<file path="src/rtl/ec_prime_point_add_and_scalar_mul_macros.svh">
// assertion helpers, clocked on aclk with the synchronous active-low reset
`ifndef EC_PRIME_POINT_ADD_AND_SCALAR_MUL_MACROS_SVH
`define EC_PRIME_POINT_ADD_AND_SCALAR_MUL_MACROS_SVH

// same-cycle implication
`define ECPM_ASSERT_IMP(label, ante, cons, msg) \
    label: assert property (@(posedge aclk) disable iff (!aresetn) (ante) |-> (cons)) \
        else $error(msg);

// next-cycle implication
`define ECPM_ASSERT_NXT(label, ante, cons, msg) \
    label: assert property (@(posedge aclk) disable iff (!aresetn) (ante) |=> (cons)) \
        else $error(msg);

`endif

</file>
<file path="src/rtl/ecpm_pkg.sv">
package ecpm_pkg;

    // external field widths
    localparam int IN_W       = 16;
    localparam int CFG_W      = 16;
    localparam int CFG_ADDR_W = 1;
    localparam int S_TDATA_W  = 80;
    localparam int M_TDATA_W  = 32;

    // parameter defaults
    localparam int DEF_FIELD_BITS  = 16;
    localparam int DEF_SCALAR_BITS = 16;

    // register indexes
    localparam logic [CFG_ADDR_W-1:0] REG_CURVE_A = 1'b0;
    localparam logic [CFG_ADDR_W-1:0] REG_PRIME   = 1'b1;

    // register reset values and limits
    localparam int RESET_CURVE_A = 0;
    localparam int RESET_PRIME   = 7;
    localparam int MIN_PRIME     = 3;

endpackage

</file>
<file path="src/rtl/ec_prime_point_add_and_scalar_mul.sv">
// mode 0: five load reductions of width W = max(16, FIELD_BITS) plus one point operation
// one point operation: serial field multiplies and the extended euclid steps of the inverse,
//   all on one serial unit
// mode 1: load plus up to 2*SCALAR_BITS point operations
// throughput: one transaction at a time; s_tready is high only while the sequencer is idle
// reset: synchronous active-low aresetn clears the sequencer, output valid, curve_a=0, p=7
`include "ec_prime_point_add_and_scalar_mul_macros.svh"

module ec_prime_point_add_and_scalar_mul
    import ecpm_pkg::*;
#(
    parameter int FIELD_BITS  = DEF_FIELD_BITS,
    parameter int SCALAR_BITS = DEF_SCALAR_BITS
) (
    input  logic                  aclk,
    input  logic                  aresetn,
    // configuration write port
    input  logic                  cfg_we,
    input  logic [CFG_ADDR_W-1:0] cfg_addr,
    input  logic [CFG_W-1:0]      cfg_wdata,
    // input stream
    input  logic                  s_tvalid,
    output logic                  s_tready,
    input  logic [S_TDATA_W-1:0]  s_tdata,  // first_x, first_y, second_x, second_y, scalar
    input  logic                  s_tuser,  // mode
    // result stream
    output logic                  m_tvalid,
    input  logic                  m_tready,
    output logic [M_TDATA_W-1:0]  m_tdata,  // result_x, result_y
    output logic                  m_tuser   // at_infinity
);

    localparam int F      = FIELD_BITS;
    localparam int FP1    = FIELD_BITS + 1;
    localparam int S      = SCALAR_BITS;
    // width of the serial multiplier operand, covers raw input coordinates too
    localparam int W      = (FIELD_BITS > IN_W) ? FIELD_BITS : IN_W;
    localparam int CNT_W  = $clog2(W + 1);
    localparam int KC_W   = $clog2(SCALAR_BITS + 1);

    // load sequence indexes
    localparam logic [2:0] LD_FX = 3'd0;
    localparam logic [2:0] LD_FY = 3'd1;
    localparam logic [2:0] LD_SX = 3'd2;
    localparam logic [2:0] LD_SY = 3'd3;
    localparam logic [2:0] LD_A  = 3'd4;

    typedef enum logic [4:0] {
        ST_IDLE, ST_LD, ST_LDWB, ST_MUL, ST_ADD, ST_SQ1, ST_SQ2, ST_SQ3,
        ST_INV, ST_EUC, ST_DIV, ST_EUCUP, ST_LAM, ST_XR1, ST_XR2, ST_YR,
        ST_ADONE, ST_DONE
    } state_t;

    // which points feed the point operation
    typedef enum logic [1:0] {
        OP_PQ,   // first + second
        OP_DBL,  // accumulator doubled
        OP_RP    // accumulator + first
    } op_t;

    // modular add of two residues
    function automatic logic [F-1:0] addm(input logic [F-1:0] x, input logic [F-1:0] y,
                                          input logic [F-1:0] p);
        logic [F:0] s;
        s = FP1'(x) + FP1'(y);
        if (s >= FP1'(p)) s = s - FP1'(p);
        return s[F-1:0];
    endfunction

    // modular subtract of two residues
    function automatic logic [F-1:0] subm(input logic [F-1:0] x, input logic [F-1:0] y,
                                          input logic [F-1:0] p);
        logic [F:0] s;
        if (x >= y) s = FP1'(x) - FP1'(y);
        else        s = FP1'(x) + FP1'(p) - FP1'(y);
        return s[F-1:0];
    endfunction

    // one msb-first step of a modular multiply: 2*acc + (b ? v : 0) mod p
    function automatic logic [F-1:0] mstep(input logic [F-1:0] acc, input logic b,
                                           input logic [F-1:0] v, input logic [F-1:0] p);
        logic [F:0] d;
        d = {acc, 1'b0};
        if (d >= FP1'(p)) d = d - FP1'(p);
        if (b) d = d + FP1'(v);
        if (d >= FP1'(p)) d = d - FP1'(p);
        return d[F-1:0];
    endfunction

    // configuration
    logic [F-1:0]      curve_a_reg, p_reg;

    // sequencer
    state_t            state_reg, ret_reg;
    op_t               opsel_reg;
    logic [CNT_W-1:0]  cnt_reg;
    logic [2:0]        ld_reg;
    logic [KC_W-1:0]   kcnt_reg;

    // latched transaction
    logic              mode_reg;
    logic [IN_W-1:0]   fx_reg, fy_reg, sx_reg, sy_reg;
    logic [S-1:0]      k_reg;

    // points, reduced
    logic [F-1:0]      px_reg, py_reg, qx_reg, qy_reg, a_reg;
    logic              pinf_reg, qinf_reg;
    logic [F-1:0]      rx_reg, ry_reg;
    logic              rinf_reg;

    // shared serial unit and working values
    logic [W-1:0]      mu_reg;
    logic [F-1:0]      mv_reg, acc_reg;
    logic [F-1:0]      rem_reg, dsh_reg, r0_reg, r1_reg, t0_reg, t1_reg;
    logic [F-1:0]      num_reg, tmp_reg, m_reg, xn_reg;

    // output register
    logic              m_valid_reg, oinf_reg;
    logic [IN_W-1:0]   ox_reg, oy_reg;

    // operand selection
    logic [F-1:0]      ax, ay, bx, by;
    logic              ainf, binf;
    logic [W-1:0]      ld_val;
    logic              div_q;
    logic [F:0]        div_sh, div_diff;
    logic [F-1:0]      div_rem, step_acc, xr_new;

    always_comb begin
        case (opsel_reg)
            OP_PQ: begin
                ax = px_reg; ay = py_reg; ainf = pinf_reg;
                bx = qx_reg; by = qy_reg; binf = qinf_reg;
            end
            OP_DBL: begin
                ax = rx_reg; ay = ry_reg; ainf = rinf_reg;
                bx = rx_reg; by = ry_reg; binf = rinf_reg;
            end
            default: begin
                ax = rx_reg; ay = ry_reg; ainf = rinf_reg;
                bx = px_reg; by = py_reg; binf = pinf_reg;
            end
        endcase
    end

    // raw values reduced during load
    always_comb begin
        case (ld_reg)
            LD_FX:   ld_val = W'(fx_reg);
            LD_FY:   ld_val = W'(fy_reg);
            LD_SX:   ld_val = W'(sx_reg);
            LD_SY:   ld_val = W'(sy_reg);
            default: ld_val = W'(a_reg);
        endcase
    end

    // restoring division step of euclid; the quotient bit feeds the multiply step
    // so q*t1 mod p builds up alongside the quotient
    always_comb begin
        div_sh   = {rem_reg, dsh_reg[F-1]};
        div_diff = div_sh - FP1'(r1_reg);
        div_q    = (div_sh >= FP1'(r1_reg));
        div_rem  = div_q ? div_diff[F-1:0] : div_sh[F-1:0];
        step_acc = mstep(acc_reg, (state_reg == ST_DIV) ? div_q : mu_reg[W-1],
                         (state_reg == ST_DIV) ? t1_reg : mv_reg, p_reg);
        xr_new   = subm(tmp_reg, bx, p_reg);
    end

    assign s_tready = (state_reg == ST_IDLE);
    assign m_tvalid = m_valid_reg;
    assign m_tdata  = {oy_reg, ox_reg};
    assign m_tuser  = oinf_reg;

    always_ff @(posedge aclk) begin
        if (!aresetn) begin
            state_reg   <= ST_IDLE;
            m_valid_reg <= 1'b0;
            curve_a_reg <= F'(RESET_CURVE_A);
            p_reg       <= F'(RESET_PRIME);
        end else begin
            if (cfg_we) begin
                case (cfg_addr)
                    REG_CURVE_A: curve_a_reg <= F'(cfg_wdata);
                    REG_PRIME:   p_reg       <= F'(cfg_wdata);
                    default: ;
                endcase
            end
            if (m_valid_reg && m_tready) m_valid_reg <= 1'b0;

            case (state_reg)
                ST_IDLE: begin
                    if (s_tvalid) begin
                        mode_reg <= s_tuser;
                        fx_reg   <= s_tdata[15:0];
                        fy_reg   <= s_tdata[31:16];
                        sx_reg   <= s_tdata[47:32];
                        sy_reg   <= s_tdata[63:48];
                        k_reg    <= S'(s_tdata[79:64]);
                        pinf_reg <= (s_tdata[31:0] == 32'd0);
                        qinf_reg <= (s_tdata[63:32] == 32'd0);
                        a_reg    <= curve_a_reg;
                        if (p_reg < F'(MIN_PRIME)) begin
                            // degenerate modulus: infinity without work
                            rx_reg    <= '0;
                            ry_reg    <= '0;
                            rinf_reg  <= 1'b1;
                            state_reg <= ST_DONE;
                        end else begin
                            ld_reg    <= LD_FX;
                            state_reg <= ST_LD;
                        end
                    end
                end
                ST_LD: begin
                    // value mod p as value * 1 mod p
                    mu_reg    <= ld_val;
                    mv_reg    <= F'(1);
                    acc_reg   <= '0;
                    cnt_reg   <= CNT_W'(W);
                    ret_reg   <= ST_LDWB;
                    state_reg <= ST_MUL;
                end
                ST_MUL: begin
                    acc_reg <= step_acc;
                    mu_reg  <= mu_reg << 1;
                    cnt_reg <= cnt_reg - CNT_W'(1);
                    if (cnt_reg == CNT_W'(1)) state_reg <= ret_reg;
                end
                ST_LDWB: begin
                    case (ld_reg)
                        LD_FX:   px_reg <= acc_reg;
                        LD_FY:   py_reg <= acc_reg;
                        LD_SX:   qx_reg <= acc_reg;
                        LD_SY:   qy_reg <= acc_reg;
                        default: a_reg  <= acc_reg;
                    endcase
                    if (ld_reg == LD_A) begin
                        if (mode_reg) begin
                            rx_reg    <= '0;
                            ry_reg    <= '0;
                            rinf_reg  <= 1'b1;
                            opsel_reg <= OP_DBL;
                            kcnt_reg  <= KC_W'(S);
                        end else begin
                            opsel_reg <= OP_PQ;
                        end
                        state_reg <= ST_ADD;
                    end else begin
                        ld_reg    <= ld_reg + 3'd1;
                        state_reg <= ST_LD;
                    end
                end
                ST_ADD: begin
                    if (ainf) begin
                        rx_reg <= bx; ry_reg <= by; rinf_reg <= binf;
                        state_reg <= ST_ADONE;
                    end else if (binf) begin
                        rx_reg <= ax; ry_reg <= ay; rinf_reg <= 1'b0;
                        state_reg <= ST_ADONE;
                    end else if (ax == bx) begin
                        if (ay != by || ay == '0) begin
                            // inverse points or vertical tangent
                            rx_reg <= '0; ry_reg <= '0; rinf_reg <= 1'b1;
                            state_reg <= ST_ADONE;
                        end else begin
                            mu_reg    <= W'(ax);
                            mv_reg    <= ax;
                            acc_reg   <= '0;
                            cnt_reg   <= CNT_W'(W);
                            ret_reg   <= ST_SQ1;
                            state_reg <= ST_MUL;
                        end
                    end else begin
                        num_reg   <= subm(by, ay, p_reg);
                        tmp_reg   <= subm(bx, ax, p_reg);
                        state_reg <= ST_INV;
                    end
                end
                // tangent slope numerator 3*x^2 + a, denominator 2*y
                ST_SQ1: begin
                    tmp_reg   <= acc_reg;
                    num_reg   <= addm(acc_reg, acc_reg, p_reg);
                    state_reg <= ST_SQ2;
                end
                ST_SQ2: begin
                    num_reg   <= addm(num_reg, tmp_reg, p_reg);
                    state_reg <= ST_SQ3;
                end
                ST_SQ3: begin
                    num_reg   <= addm(num_reg, a_reg, p_reg);
                    tmp_reg   <= addm(ay, ay, p_reg);
                    state_reg <= ST_INV;
                end
                ST_INV: begin
                    if (tmp_reg == '0) begin
                        rx_reg <= '0; ry_reg <= '0; rinf_reg <= 1'b1;
                        state_reg <= ST_ADONE;
                    end else begin
                        r0_reg    <= p_reg;
                        r1_reg    <= tmp_reg;
                        t0_reg    <= '0;
                        t1_reg    <= F'(1);
                        state_reg <= ST_EUC;
                    end
                end
                ST_EUC: begin
                    if (r1_reg == '0) begin
                        if (r0_reg != F'(1)) begin
                            // no inverse, gcd above one
                            rx_reg <= '0; ry_reg <= '0; rinf_reg <= 1'b1;
                            state_reg <= ST_ADONE;
                        end else begin
                            mu_reg    <= W'(num_reg);
                            mv_reg    <= t0_reg;
                            acc_reg   <= '0;
                            cnt_reg   <= CNT_W'(W);
                            ret_reg   <= ST_LAM;
                            state_reg <= ST_MUL;
                        end
                    end else begin
                        dsh_reg   <= r0_reg;
                        rem_reg   <= '0;
                        acc_reg   <= '0;
                        cnt_reg   <= CNT_W'(F);
                        state_reg <= ST_DIV;
                    end
                end
                ST_DIV: begin
                    rem_reg <= div_rem;
                    dsh_reg <= dsh_reg << 1;
                    acc_reg <= step_acc;
                    cnt_reg <= cnt_reg - CNT_W'(1);
                    if (cnt_reg == CNT_W'(1)) state_reg <= ST_EUCUP;
                end
                ST_EUCUP: begin
                    // t kept as a residue mod p
                    r0_reg    <= r1_reg;
                    r1_reg    <= rem_reg;
                    t0_reg    <= t1_reg;
                    t1_reg    <= subm(t0_reg, acc_reg, p_reg);
                    state_reg <= ST_EUC;
                end
                ST_LAM: begin
                    m_reg     <= acc_reg;
                    mu_reg    <= W'(acc_reg);
                    mv_reg    <= acc_reg;
                    acc_reg   <= '0;
                    cnt_reg   <= CNT_W'(W);
                    ret_reg   <= ST_XR1;
                    state_reg <= ST_MUL;
                end
                ST_XR1: begin
                    tmp_reg   <= subm(acc_reg, ax, p_reg);
                    state_reg <= ST_XR2;
                end
                ST_XR2: begin
                    xn_reg    <= xr_new;
                    mu_reg    <= W'(m_reg);
                    mv_reg    <= subm(ax, xr_new, p_reg);
                    acc_reg   <= '0;
                    cnt_reg   <= CNT_W'(W);
                    ret_reg   <= ST_YR;
                    state_reg <= ST_MUL;
                end
                ST_YR: begin
                    rx_reg    <= xn_reg;
                    ry_reg    <= subm(acc_reg, ay, p_reg);
                    rinf_reg  <= 1'b0;
                    state_reg <= ST_ADONE;
                end
                ST_ADONE: begin
                    if (!mode_reg) begin
                        state_reg <= ST_DONE;
                    end else if (opsel_reg == OP_DBL && k_reg[S-1]) begin
                        opsel_reg <= OP_RP;
                        state_reg <= ST_ADD;
                    end else begin
                        // next scalar bit, msb first
                        k_reg <= k_reg << 1;
                        if (kcnt_reg == KC_W'(1)) begin
                            state_reg <= ST_DONE;
                        end else begin
                            kcnt_reg  <= kcnt_reg - KC_W'(1);
                            opsel_reg <= OP_DBL;
                            state_reg <= ST_ADD;
                        end
                    end
                end
                ST_DONE: begin
                    if (!m_valid_reg || m_tready) begin
                        ox_reg      <= rinf_reg ? '0 : IN_W'(rx_reg);
                        oy_reg      <= rinf_reg ? '0 : IN_W'(ry_reg);
                        oinf_reg    <= rinf_reg;
                        m_valid_reg <= 1'b1;
                        state_reg   <= ST_IDLE;
                    end
                end
                default: state_reg <= ST_IDLE;
            endcase
        end
    end

    `ECPM_ASSERT_IMP(a_acc_residue, (state_reg == ST_MUL || state_reg == ST_DIV), (acc_reg < p_reg), "serial accumulator left the residue range")
    `ECPM_ASSERT_IMP(a_div_rem, (state_reg == ST_DIV), (rem_reg < r1_reg && r1_reg != '0), "division remainder not below divisor")
    `ECPM_ASSERT_IMP(a_inf_zero, (m_valid_reg && oinf_reg), (ox_reg == '0 && oy_reg == '0), "infinity result with nonzero coordinates")
    `ECPM_ASSERT_NXT(a_busy_after_accept, (s_tvalid && s_tready), (!s_tready), "sequencer idle right after an accepted transaction")

endmodule
</file>
<file path="config.mk">
export PLATFORM = sky130hd
export DESIGN_NAME = ec_prime_point_add_and_scalar_mul
export DESIGN_NICKNAME = d
export VERILOG_FILES = /design/src/rtl/ecpm_pkg.sv /design/src/rtl/ec_prime_point_add_and_scalar_mul.sv
export VERILOG_INCLUDE_DIRS = /design/src /design/src/rtl
export SDC_FILE = /design/constraint.sdc
export NUM_CORES = 2
export LEC_CHECK = 0
export BUFFER_PORTS_ARGS = -buffer_cell sky130_fd_sc_hd__buf_4
export CORE_UTILIZATION = 35
export CTS_CLUSTER_DIAMETER = 200
export DETAILED_ROUTE_END_ITERATION = 7
export PLACE_DENSITY = 0.49
export SLEW_MARGIN = 15
export SYNTH_ARGS = -nofsm -noshare
export SYNTH_HDL_FRONTEND = slang
export SYNTH_SLANG_ARGS = --single-unit
</file>
<file path="constraint.sdc">
create_clock -name aclk -period 8.7 [get_ports aclk]
set_input_delay 0.87 -clock aclk [delete_from_list [all_inputs] [get_ports aclk]]
set_output_delay 0.87 -clock aclk [all_outputs]
set_load 0.05 [all_outputs]
</file>
==> qor.csv <==
metric,value,unit
clk_latency,690,ps
drt_wl_total,184,mm
outcome,finished clean,
avgViaCountPerCell,5.79,
synth_top_area_share,32.7,%
fin_setup_tns,0,ps
setup.worst_path.end_class,flop,
die_h,348,um
grt_pass1_wl,257,mm
crit_path_top_delay_cell,a22o_1,
area_growth,14.3,%
syn_nets,5130,
drtPass1Iterations,6,
vdd_drop_max,0.165,mV
finalCriticalPeriod,7510,ps
synth_seq_area_share,34.5,%
clockBufferDepth,3,
antenna_found_initial,9,
root_buffer,clkbuf_16,
ys_dominant_reg_cell,edfxtp_1,
coreArea,0.118,sq mm
setup_viol,0,
slew_headroom,12.1,%
p_sw,5.92,mW
cts_made_buffers,66,
path_class,flop to flop,
synth_seq_cells,494,
antenna_left,0,
syn_avg_cell_area,9.24,sq um
ys_warn_count,0,
fmax,0.133,GHz
die_area,0.121,sq mm
dp_slack,1320,ps
cts_setup_buffers,0,
vias,37100,
rows,126,
htreeDepth,3,
grt_overflow,0,
p_int,7.36,mW
power_frac_comb,55.6,%
start_util,35.4,%
start_kind,flop,
drc,0,
cts.sinks,494,
tightest_slew,1280,ps
grt_use_total,29.8,%
postCtsHoldBufs,0,
required,9080,ps
hold_path.class,primary input to flop,
nets,5356,
p_per_area,277,mW/mm^2
final_max_slew_viol_count,0,
io_buffer_count,137,
synth_top_area_cell,edfxtp_1,
final_common_cell,nand2_1,
syn_inst,4535,
cap_violations,0,
place_hpwl,141,mm
drive_gt1_share,10.5,%
clockPowerShare,21.3,%
grt_setup_unrepaired,false,
drt_iter0_drc,3861,
seqPwrFrac,23.1,%
worstPathArrival,7890,ps
period_share,86.3,%
synth-edff-count,456,
gp_congestion,0.973,
cts.clk_slew.worst_paths,60,ps
die_x,348,um
worstPathMaxFanout,24,
timing.hold.ws,383,ps
ys_types,81,
power.leakage,19.6,nW
skew,48.8,ps
mostFrequentLayoutCells,"498 x nand2_1, 456 x edfxtp_1, 401 x ha_1",
syn-cell-area,0.0419,sq mm
fin_ws,1190,ps
grt_max_degree,72,
switching_share,44.6,%
cp_slowest_stage_delay,740,ps
grt_pass1_vias,34900,
synthTopCellsByArea,"edfxtp_1 33%, ha_1 12%, a21oi_1 4.6%",
io_pins,138,
cts_tree,done,
async_reset_ff_share,0,%
cts_resized,0,
wl_per_cell,28.7,um
hold_violations,0,
[critical path, delay by kind of cell (launching register included)]
family / cells / cell delay (ps)
flip-flops: 1 / 410
buffers and inverters: 1 / 330
AO/OA/AOI/OAI: 10 / 2700
adder cells (fa/ha/maj): 3 / 1040
AND/OR/NAND/NOR: 12 / 1910
XOR/XNOR: 1 / 110
multiplexers: 2 / 710
[synthesized netlist by cell type, types with 31 or more instances]
library cell  count
a211oi_1         39
a21boi_0         42
a21o_1          114
a21oi_1         385
a22oi_1          41
a31oi_1          31
and2_1           32
clkbuf_1        115
dfxtp_1          38
edfxtp_1        456
fa_1             91
ha_1            401
inv_1           291
mux2_2           43
mux2i_1         131
nand2_1         499
nand2b_1         50
nand3_1          47
nand4_1          52
nor2_1          357
nor2b_1          91
nor3_1           83
nor4_1           51
o21a_1           41
o21ai_0         287
o21bai_1         44
xnor2_1         215
xor2_1          117
[stage by stage]
stage / utilization (%) / power (mW) / cell area [sq um] / cells
finish: 40.4 / 13.3 / 47900 / 6414
detailed placement: 38.6 / 10.3 / 45700 / 6293
CTS: 40.4 / 13.2 / 47900 / 6413
floorplan: - / 8.19 / 41900 / 4535
global route: 40.4 / 14.1 / 47900 / 6413
global placement: 38.6 / 10.4 / 45700 / 6293
[path summary, 6_finish.rpt]
path,from,end,slack (ps),cells after the start
min reg2reg,curve_a_reg[3],curve_a_reg[3],470,2
max,acc_reg[5],acc_reg[13],1190,29
max reg2reg,acc_reg[5],acc_reg[13],1190,29
min,s_tuser,mode_reg,380,1
[per-layer routing]
metal / track usage (%) / routed length [um] / vias up
met2: 46.2 / 80400 / 1668
met1: 41.1 / 79900 / 18100
met4: 12.2 / 8400 / 0
met3: 5.11 / 15500 / 344
met5: 0 / 0 / -
li1: - / - / 17000
[layout make-up]
type	instances	area, sq um
multi-input cells	3607	25900
clock inverters	43	448
diodes	1	2.50
clock buffers	77	1730
inverters	296	1110
well taps	1600	2000
repair buffers	296	2230
flip-flops and latches	494	14500
fillers	11900	70500
[power groups by stage]
stage | clock network [mW] | logic (mW) | registers (mW)
6_report | 2.83 | 7.38 | 3.07
5_1_grt | 2.97 | 8.01 | 3.09
4_1_cts | 2.88 | 7.27 | 3.07
3_5_place_dp | 0 | 7.23 | 3.12
3_3_place_gp | 0 | 7.27 | 3.12
2_1_floorplan | 0 | 5.11 | 3.09
[cells by family (layout without fill, tap and decap cells)]
| group | Yosys count | in the layout | share of synthesized area, % |
|---|---|---|---|
| adder cells (fa/ha/maj) | 495 | 495 | 16.4 |
| XOR/XNOR | 332 | 332 | 6.94 |
| flip-flops | 494 | 494 | 34.5 |
| multiplexers | 174 | 174 | 4.29 |
| AND/OR/NAND/NOR | 1360 | 1360 | 14.9 |
| other | 0 | 1 | 0 |
| AO/OA/AOI/OAI | 1246 | 1246 | 19.0 |
| buffers and inverters | 434 | 712 | 3.97 |
Note: power is estimated with default switching activity, not from simulation.
